File: src/design/cv_pkg.sv
`default_nettype none

package cv_pkg;

    localparam int unsigned CharW    = 8;
    localparam int unsigned CountW   = 4;
    localparam int unsigned SuffixW  = 2;

    localparam logic [CharW-1:0] ChQ     = 8'h51;
    localparam logic [CharW-1:0] ChL     = 8'h4C;
    localparam logic [CharW-1:0] ChB     = 8'h42;
    localparam logic [CharW-1:0] ChC     = 8'h43;
    localparam logic [CharW-1:0] ChDash  = 8'h2D;
    localparam logic [CharW-1:0] ChZero  = 8'h30;
    localparam logic [CharW-1:0] ChSpace = 8'h20;
    localparam logic [CharW-1:0] CaseBit = 8'h20;

    localparam logic [CountW-1:0]  CountMax  = 4'd15;
    localparam logic [CountW-1:0]  PrefixMin = 4'd4;
    localparam logic [CountW-1:0]  PrefixMax = 4'd7;
    localparam logic [SuffixW-1:0] SuffixMax = 2'd3;
    localparam logic [SuffixW-1:0] SsidMax   = 2'd2;

    typedef struct packed {
        logic [CharW-1:0] code;
        logic             space;
        logic             upper;
        logic             digit;
        logic             dash;
        logic             q;
    } char_class_t;

    typedef struct packed {
        logic is_q_code;
        logic is_beacon;
        logic is_broadcast;
        logic is_local;
        logic valid_res;
    } verdict_t;

    function automatic logic is_upper_f(input logic [CharW-1:0] c);
        return (c >= 8'h41) && (c <= 8'h5A);
    endfunction

endpackage

`default_nettype wire

File: src/design/cv_classify.sv
`default_nettype none

module cv_classify (
    input  wire logic [cv_pkg::CharW-1:0] char_code,
    output cv_pkg::char_class_t           cls
);
    import cv_pkg::*;

    logic [CharW-1:0] up;

    always_comb begin
        up = char_code;
        if ((char_code >= 8'h61) && (char_code <= 8'h7A)) begin
            up = char_code - CaseBit;
        end
        cls.code  = up;
        cls.space = (up == ChSpace) || ((up >= 8'h09) && (up <= 8'h0D));
        cls.upper = is_upper_f(up);
        cls.digit = (up >= 8'h30) && (up <= 8'h39);
        cls.dash  = (up == ChDash);
        cls.q     = (up == ChQ);
    end

endmodule

`default_nettype wire

File: src/design/cv_track.sv
`default_nettype none

module cv_track (
    input  wire logic                aclk,
    input  wire logic                aresetn,
    input  wire logic                advance,
    input  wire logic                last_char,
    input  wire cv_pkg::char_class_t cls,
    output cv_pkg::verdict_t         verdict
);
    import cv_pkg::*;

    logic               skipping_reg, skipping_next;
    logic [CountW-1:0]  content_reg, content_next;
    logic [CharW-1:0]   first_reg, first_next;
    logic [CharW-1:0]   second_reg, second_next;
    logic               dash_reg, dash_next;
    logic [CountW-1:0]  prefix_reg, prefix_next;
    logic [SuffixW-1:0] suffix_reg, suffix_next;
    logic               bad_reg, bad_next;
    logic               gap_reg, gap_next;
    logic               qf;

    // per-character state update
    always_comb begin
        skipping_next = skipping_reg;
        content_next  = content_reg;
        first_next    = first_reg;
        second_next   = second_reg;
        dash_next     = dash_reg;
        prefix_next   = prefix_reg;
        suffix_next   = suffix_reg;
        bad_next      = bad_reg;
        gap_next      = gap_reg;
        if (cls.space) begin
            if (!skipping_reg) begin
                gap_next = 1'b1;
            end
        end else begin
            skipping_next = 1'b0;
            if (gap_reg) begin
                content_next = CountMax;
                bad_next     = 1'b1;
            end else begin
                if (content_reg == '0) begin
                    first_next = cls.code;
                    if (!cls.upper || cls.q) begin
                        bad_next = 1'b1;
                    end
                    if (prefix_reg != CountMax) begin
                        prefix_next = prefix_reg + 1'b1;
                    end
                end else begin
                    if (content_reg == 4'd1) begin
                        second_next = cls.code;
                    end
                    if (!dash_reg) begin
                        if (cls.dash) begin
                            dash_next = 1'b1;
                        end else begin
                            if (!cls.upper && !cls.digit) begin
                                bad_next = 1'b1;
                            end
                            if (prefix_reg != CountMax) begin
                                prefix_next = prefix_reg + 1'b1;
                            end
                        end
                    end else begin
                        if (!cls.digit || ((suffix_reg == '0) && (cls.code == ChZero))) begin
                            bad_next = 1'b1;
                        end
                        if (suffix_reg != SuffixMax) begin
                            suffix_next = suffix_reg + 1'b1;
                        end
                    end
                end
                if (content_reg != CountMax) begin
                    content_next = content_reg + 1'b1;
                end
            end
        end
    end

    // verdict from the state after this character
    always_comb begin
        if (content_next < 4'd2) begin
            verdict.valid_res = 1'b0;
        end else if (content_next == 4'd2) begin
            verdict.valid_res = (first_next == ChQ) && is_upper_f(second_next);
        end else begin
            verdict.valid_res = !bad_next
                && (prefix_next >= PrefixMin) && (prefix_next <= PrefixMax)
                && (!dash_next || ((suffix_next != '0) && (suffix_next <= SsidMax)));
        end
        qf = verdict.valid_res && (content_next == 4'd2) && (first_next == ChQ);
        verdict.is_local     = qf && (second_next == ChL);
        verdict.is_broadcast = qf && ((second_next == ChB) || (second_next == ChC));
        verdict.is_beacon    = qf && (second_next == ChB);
        verdict.is_q_code    = verdict.valid_res && (first_next == ChQ);
    end

    always_ff @(posedge aclk) begin
        if (!aresetn || (advance && last_char)) begin
            skipping_reg <= 1'b1;
            content_reg  <= '0;
            first_reg    <= '0;
            second_reg   <= '0;
            dash_reg     <= 1'b0;
            prefix_reg   <= '0;
            suffix_reg   <= '0;
            bad_reg      <= 1'b0;
            gap_reg      <= 1'b0;
        end else if (advance) begin
            skipping_reg <= skipping_next;
            content_reg  <= content_next;
            first_reg    <= first_next;
            second_reg   <= second_next;
            dash_reg     <= dash_next;
            prefix_reg   <= prefix_next;
            suffix_reg   <= suffix_next;
            bad_reg      <= bad_next;
            gap_reg      <= gap_next;
        end
    end

endmodule

`default_nettype wire

File: src/design/callsign_validator_top.sv
`default_nettype none

// Callsign validator. Feed the callsign one byte per item on the s_ channel,
// with s_tlast on the final byte; one verdict item appears on the m_ channel
// for each s_tlast, and nothing for other bytes. The block takes one byte
// per cycle unless a stall holds it: each byte is held in an input register,
// then folded into the running state, and the verdict is held in an output
// register. A full output register stalls only a byte carrying s_tlast;
// other bytes keep flowing. State clears itself after each verdict.
module callsign_validator_top (
    input  wire logic       aclk,
    input  wire logic       aresetn,
    input  wire logic       s_tvalid,
    output logic            s_tready,
    input  wire logic [7:0] s_tdata,   // [7:0] char_code
    input  wire logic       s_tlast,   // last_char
    output logic            m_tvalid,
    input  wire logic       m_tready,
    output logic [7:0]      m_tdata    // [0] valid_res, [1] is_local, [2] is_broadcast,
                                       // [3] is_beacon, [4] is_q_code, [7:5] zero
);
    import cv_pkg::*;

    logic             in_valid_reg;
    logic [CharW-1:0] char_reg;
    logic             last_reg;
    logic             out_valid_reg;
    verdict_t         out_reg;
    logic             advance;
    char_class_t      cls;
    verdict_t         verdict;

    assign advance  = in_valid_reg && (!last_reg || !out_valid_reg || m_tready);
    assign s_tready = !in_valid_reg || advance;

    always_ff @(posedge aclk) begin
        if (!aresetn) begin
            in_valid_reg <= 1'b0;
        end else if (s_tready) begin
            in_valid_reg <= s_tvalid;
        end
    end

    always_ff @(posedge aclk) begin
        if (s_tready && s_tvalid) begin
            char_reg <= s_tdata;
            last_reg <= s_tlast;
        end
    end

    cv_classify u_classify (
        .char_code (char_reg),
        .cls       (cls)
    );

    cv_track u_track (
        .aclk      (aclk),
        .aresetn   (aresetn),
        .advance   (advance),
        .last_char (last_reg),
        .cls       (cls),
        .verdict   (verdict)
    );

    always_ff @(posedge aclk) begin
        if (!aresetn) begin
            out_valid_reg <= 1'b0;
        end else if (advance && last_reg) begin
            out_valid_reg <= 1'b1;
        end else if (m_tready) begin
            out_valid_reg <= 1'b0;
        end
    end

    always_ff @(posedge aclk) begin
        if (advance && last_reg) begin
            out_reg <= verdict;
        end
    end

    assign m_tvalid = out_valid_reg;
    assign m_tdata  = {3'b000, out_reg};

endmodule

`default_nettype wire

File: config.mk
export PLATFORM = sky130hd
export DESIGN_NAME = callsign_validator_top
export DESIGN_NICKNAME = d
export VERILOG_FILES = /design/src/design/cv_pkg.sv /design/src/design/cv_classify.sv /design/src/design/cv_track.sv /design/src/design/callsign_validator_top.sv
export SDC_FILE = /design/constraint.sdc
export NUM_CORES = 1
export LEC_CHECK = 0
export ABC_AREA = 1
export BUFFER_PORTS_ARGS = -buffer_cell sky130_fd_sc_hd__buf_2
export CORE_UTILIZATION = 45
export CTS_CLUSTER_DIAMETER = 30
export DETAILED_ROUTE_END_ITERATION = 16
export GPL_TIMING_DRIVEN = 0
export PLACE_DENSITY_LB_ADDON = 0.3
export RECOVER_POWER = 100
export SLEW_MARGIN = 10
export SYNTH_ARGS = -nofsm -noshare
export SYNTH_HDL_FRONTEND = slang
export SYNTH_SLANG_ARGS = --single-unit
File: constraint.sdc
create_clock -name aclk -period 2.7 [get_ports aclk]
set_input_delay 0.135 -clock aclk [delete_from_list [all_inputs] [get_ports aclk]]
set_output_delay 0.135 -clock aclk [all_outputs]
set_load 0.02 [all_outputs]
======== After elaboration in Yosys (flattened, before gate mapping) ========
Index checks and enable logic that the tools add are counted.
cells by class
  $add $sub $neg .......................... 4
  shift operators ......................... 0
  reductions and logical operators ........ 44
  $lt $le $gt $ge ......................... 14
  divide/modulo/power cells ............... 0
  $mul .................................... 0
  multiplexer cells ....................... 39
  equal/unequal tests ..................... 13
  bitwise logic cells ..................... 2
operators by type and width
  kind                                                                                  count
  8-bit two-way mux                                                                     8
  8-bit by 7-bit equality test with 1-bit output (second input constant)                5
  4-bit two-way mux                                                                     9
  8-bit by 6-bit equality test with 1-bit output (second input constant)                3
  8-bit by 7-bit greater-or-equal comparator with 1-bit output (second input constant)  3
  8-bit by 7-bit <= comparator with 1-bit output (second input constant)                3
  1-bit logical AND                                                                     21
  1-bit two-way mux                                                                     17
  2-bit two-way mux                                                                     5
  1-bit logical OR                                                                      9
  4-bit by 1-bit adder with 4-bit output (second input constant)                        2
  8-bit by 4-bit greater-or-equal comparator with 1-bit output (second input constant)  1
  8-bit by 6-bit greater-or-equal comparator with 1-bit output (second input constant)  1
  8-bit by 4-bit <= comparator with 1-bit output (second input constant)                1
  8-bit by 6-bit <= comparator with 1-bit output (second input constant)                1
  1-bit zero test                                                                       8
  4-bit != test (second input constant)                                                 2
  8-bit by 6-bit subtractor with 8-bit output (second input constant)                   1
  4-bit by 1-bit equality test with 1-bit output (second input constant)                1
  4-bit by 2-bit equality test with 1-bit output (second input constant)                1
  4-bit by 3-bit greater-or-equal comparator with 1-bit output (second input constant)  1
  4-bit by 3-bit <= comparator with 1-bit output (second input constant)                1
  4-bit zero test                                                                       1
  4-bit by 2-bit < comparator with 1-bit output (second input constant)                 1
  8 further kinds                                                                       10
storage, ports and cells
  bits in latches ......................... 0
  input bits .............................. 13
  bits in read-only memories .............. 0
  bits in writable memories ............... 0
  bits in registers ....................... 46
  memories ................................ 0
  word-level logic and storage cells ...... 134

======== Logic depth before layout (Yosys ltp) ========
  depth after elaboration ................. 22
  depth in mapped cells ................... 21
  mapped depth without buffers ............ 20

======== Modules after synthesis ========
A second synthesis with hierarchy kept.
second synthesis, totals
  cell total of the unflattened synthesis .. 418
  area total of the unflattened synthesis .. 2931.6 um^2
modules (own cells, without submodules)
  module                  times used  cells an instance  area each (um^2)  sequential area each (um^2)
  cv_track                1           314                2001.9            600.6
  callsign_validator_top  1           36                 565.5             460.4
  cv_classify             1           68                 364.1             0.0

======== Least setup slack after synthesis ========
OpenSTA, ideal clock, no wires.
  path kind ............................... reg2reg
  start point ............................. register char_reg[5]
  end point ............................... register out_reg, in the netlist m_tdata[4] (data pin)
  setup slack ............................. 290 ps
  stages on the path, launching flop included .. 20
  buffers on the path ..................... 1
  data arrival time ....................... 2154 ps
  data required time ...................... 2444 ps
  library setup time ...................... 256 ps
  cells stage by stage .................... edfxtp_1 -> ha_1 -> nand2_1 -> nor2_1 -> nand2_1 -> nand2_2 -> nand2_4 -> nand2_4 -> nand2_1 -> nor2_1 -> nand2_4 -> buf_6 -> nand3_1 -> nand2_1 -> nor2_1 -> nand2_1 -> nor2_1 -> nor2_2 -> nand2_1 -> a21oi_2
RTL lines
  item                    RTL line                      source
  start, declared         callsign_validator_top.sv:25  logic [CharW-1:0] char_reg;
  start signal, assigned  callsign_validator_top.sv:46  char_reg <= s_tdata;
  end signal, assigned    callsign_validator_top.sv:77  out_reg <= verdict;
  end, declared           callsign_validator_top.sv:28  verdict_t out_reg;

==> reports/results.md <==
| Parameter | Value |
| --- | --- |
| Shortest period the worst path allows | 2.69 ns |
| Hold Violations, Final | 0 |
| Ant diodes | 0 |
| Area of the core | 6870 µm² |
| Startpoint of the tightest hold check path | aresetn |
| Vias per cell | 5.37 |
| Number of distinct library cells after synthesis | 38 |
| Proportion of synthesized chip area in sequential cells | 0.326 |
| 1st-iter DRT viols | 257 |
| Worst Setup Path Type | flip-flop to flip-flop |
| Width of the die | 87.0 µm |
| Clock Latency Late Sink | 0.31 ns |
| Buffer depth of the longest clock path | 2 |
| Final setup skew | 0.0153 ns |
| DP HPWL | 6320 µm |
| Register-to-Register Setup Slack | 0.008 ns |
| Least setup slack across all paths after layout | 0.00791 ns |
| Max-cap viol count | 0 |
| Number of clock sinks | 46 |
| Wire length after detailed routing | 9370 µm |
| Largest net degree at the start of global routing | 15 |
| Overflow left after global routing | 0 |
| TritonCTS clock tree | built |
| Power density cells | 452 nW/µm² |
| Critical path required time | 2.78 ns |
| Yosys warning total | 0 |
| Setup slack after placement | -0.361 ns |
| Overall track demand over capacity in global routing | 0.243 |
| Die outline area | 7570 µm² |
| Number of remaining DRC errors | 0 |
| Sort of element at the start of the critical path | flip-flop |
| Via count of the first global-routing pass | 2932 |
| Global-route wire length before repair | 14100 µm |
| Number of synthesized register bits | 46 |
| Number of clock buffers inserted by TritonCTS | 5 |
| Worst R2R Start | char_reg[1]$_DFFE_PP_ |
| Synth Cell Area | 3250 µm² |
| Power consumption | 1.84 mW |
| Max VDD drop | 0.308 mV |
| Worst-case hold path end point | m_tvalid$_SDFFE_PN0P_ |
| Instance count along the most critical hold path | 3 |
| Reg-to-Reg End | m_tdata[1]$_DFFE_PP_ |
| Depth of the worst register-to-register path | 18 |
| Ports placed on the boundary | 23 |
| Number of placement rows | 30 |
| Leakage power summed over all cells | 1.92 nW |
| Worst-path clk slew | 0.10 ns |
| Worst slew pin tran | 0.616 ns |
| Port Buf Inserts | 19 |
| Maximum clock frequency | 371 MHz |
| Mean instance size in the synthesized netlist | 6.54 µm² |
| Pre-Repair DR Iteration Count | 5 |
| Clk root buf | sky130_fd_sc_hd__clkbuf_8 |
| Number of antenna violations at the first check in global routing | 0 |
| Path type of the worst min-delay path | input pin to flip-flop |
| Antenna viol nets, final | 0 |
| CP arrival | 2.77 ns |
| H-tree depth reported by CTS | 2 |
| Slew HR | 0.589 |
| Setup repair after global routing missed its margin | yes |
| Number of max-slew violations in the final report | 0 |
| Number of standard cells after synthesis | 497 |
| Placer Congestion | 0.945 |
| Top fanout value on the critical path | 7 |
| Share of cells above drive strength 1 | 0.232 |
| Status | complete, no violations |
| Final nets | 573 |
| Area Growth Syn to Fin | 25.2% |
| Height of the die | 87.0 µm |
| Fin crit share | 0.997 |
| Wire length per cell after detailed routing | 14.4 µm |
| Type of destination of the critical path | flip-flop |
| Initial core utilization | 0.473 |
| Number of setup violations in the final report | 0 |
| Routed via count | 3497 |
[cell usage after synthesis, drive strengths merged]
master	n	share of area
a211oi	4	0.0092
a21boi	1	0.0023
a21oi	22	0.035
a31oi	2	0.0038
and3	1	0.0019
buf	8	0.022
clkbuf	11	0.013
clkinv	4	0.0046
conb	1	0.0012
dfxtp	32	0.20
edfxtp	14	0.13
ha	6	0.023
inv	75	0.087
mux2i	1	0.0031
nand2	151	0.19
nand3	40	0.066
nand3b	2	0.0046
nand4	12	0.028
nor2	44	0.061
nor3	4	0.0062
nor4	2	0.0038
o211ai	7	0.016
o21ai	48	0.075
o21bai	1	0.0023
xnor2	1	0.0027
xor2	3	0.0081
[worst max-delay path: stages, from the launching register on]
cell	delay, ns
sky130_fd_sc_hd__edfxtp_1	0.48
sky130_fd_sc_hd__nor2_2	0.16
sky130_fd_sc_hd__nand2_1	0.12
sky130_fd_sc_hd__nand2_2	0.10
sky130_fd_sc_hd__nand2_4	0.07
sky130_fd_sc_hd__nand2_4	0.09
sky130_fd_sc_hd__nand2_4	0.08
sky130_fd_sc_hd__nor2_4	0.17
sky130_fd_sc_hd__nand4_4	0.20
sky130_fd_sc_hd__nand2_8	0.18
sky130_fd_sc_hd__clkinvlp_4	0.20
sky130_fd_sc_hd__nand2_2	0.10
sky130_fd_sc_hd__nand2_2	0.06
sky130_fd_sc_hd__inv_2	0.06
sky130_fd_sc_hd__nand2_2	0.06
sky130_fd_sc_hd__nor2_4	0.12
sky130_fd_sc_hd__nor2_4	0.05
sky130_fd_sc_hd__nand2_2	0.08
sky130_fd_sc_hd__nor2_1	0.06
[power breakdown]
| group | leakage, nW | internal [mW] | switching [mW] |
|---|---|---|---|
| combinational | 1.48 | 0.189 | 0.336 |
| sequential | 0.393 | 0.752 | 0.0332 |
| clock | 0.0514 | 0.277 | 0.255 |
[worst max-delay path by stage]
stage	startpoint	to	slack (ns)	depth (start not counted)
floorplan	char_reg[5]$_DFFE_PP_	m_tdata[4]$_DFFE_PP_	0.29	19
global placement	u_track.content_reg[1]$_SDFFE_PP0P_	m_tdata[4]$_DFFE_PP_	-0.35	14
detailed placement	u_track.content_reg[1]$_SDFFE_PP0P_	m_tdata[4]$_DFFE_PP_	-0.36	14
CTS	char_reg[7]$_DFFE_PP_	m_tdata[4]$_DFFE_PP_	0.007	20
global route	char_reg[2]$_DFFE_PP_	m_tdata[1]$_DFFE_PP_	-0.12	16
finish	char_reg[1]$_DFFE_PP_	m_tdata[1]$_DFFE_PP_	0.008	18
[cell families after synthesis]
family	synth area share
DFF	0.326
muxes	0.00308
and+or+nand+nor	0.366
other	0.00115
xor gates and xnor gates	0.0108
buffers and inverters	0.126
AOI/OAI and AO/OA	0.144
adders and majority gates	0.0231
[area by class of cell]
class                   count  area [µm²]
inverters                  79         302
flip-flops and latches     46        1060
repair buffers             50         363
clock buffers               6        72.6
fillers                   630        2800
clock inverters             2        37.5
plain buffers              17         130
multi-input cells         355        1990
well taps                  96         120
[cell usage in the layout, fill, tap and decap left out, types with 3 or more instances in the layout]
master	count
sky130_fd_sc_hd__nand2_1	114
sky130_fd_sc_hd__inv_1	68
sky130_fd_sc_hd__o21ai_0	46
sky130_fd_sc_hd__nand3_1	34
sky130_fd_sc_hd__dfxtp_1	31
sky130_fd_sc_hd__nand2_2	27
sky130_fd_sc_hd__buf_4	24
sky130_fd_sc_hd__nor2_1	23
sky130_fd_sc_hd__a21oi_1	20
sky130_fd_sc_hd__clkbuf_1	16
sky130_fd_sc_hd__edfxtp_1	14
sky130_fd_sc_hd__buf_2	12
sky130_fd_sc_hd__nor2_2	11
sky130_fd_sc_hd__nand4_1	11
sky130_fd_sc_hd__nor2_4	10
sky130_fd_sc_hd__nand2_4	9
sky130_fd_sc_hd__dlygate4sd3_1	9
sky130_fd_sc_hd__o211ai_1	7
sky130_fd_sc_hd__inv_2	6
sky130_fd_sc_hd__nand3_2	5
sky130_fd_sc_hd__ha_1	5
sky130_fd_sc_hd__clkbuf_8	5
sky130_fd_sc_hd__a211oi_1	4
sky130_fd_sc_hd__clkinv_1	3
sky130_fd_sc_hd__buf_8	3
sky130_fd_sc_hd__xor2_1	3
sky130_fd_sc_hd__nor3_1	3
sky130_fd_sc_hd__conb_1	3
[metal layers]
metal | wire length (µm) | up-vias | share of wire | global-route usage
met5 | 0 | - | 0 | 0
met4 | 261 | 0 | 0.028 | 0.0970
met3 | 713 | 23 | 0.076 | 0.0398
met2 | 4470 | 155 | 0.48 | 0.393
met1 | 3920 | 1606 | 0.42 | 0.324
li1 | - | 1713 | - | -
[per-stage QoR]
stage	util	hold slack, ns	std cells	setup TNS, ns	instance area (µm²)
6_report	0.593	0.0828	651	0	4070
5_1_grt	0.593	0.0739	651	-0.627	4070
4_1_cts	0.540	0.000182	634	0	3710
3_5_place_dp	0.506	0.314	614	-1.59	3470
3_3_place_gp	0.506	0.313	614	-1.54	3470
2_1_floorplan	-	0.234	499	0	3260
[timing repair]
action | in CTS | in global routing
setup buffers | 5 | 16
pin swaps | 1 | 17
setup endpoints to repair | 5 | 10
gates cloned | 0 | 1
resized for setup | 8 | 66
hold buffers | 7 | 2
endpoints found under the hold margin | 7 | 2
(Power assumes the default switching activity.)
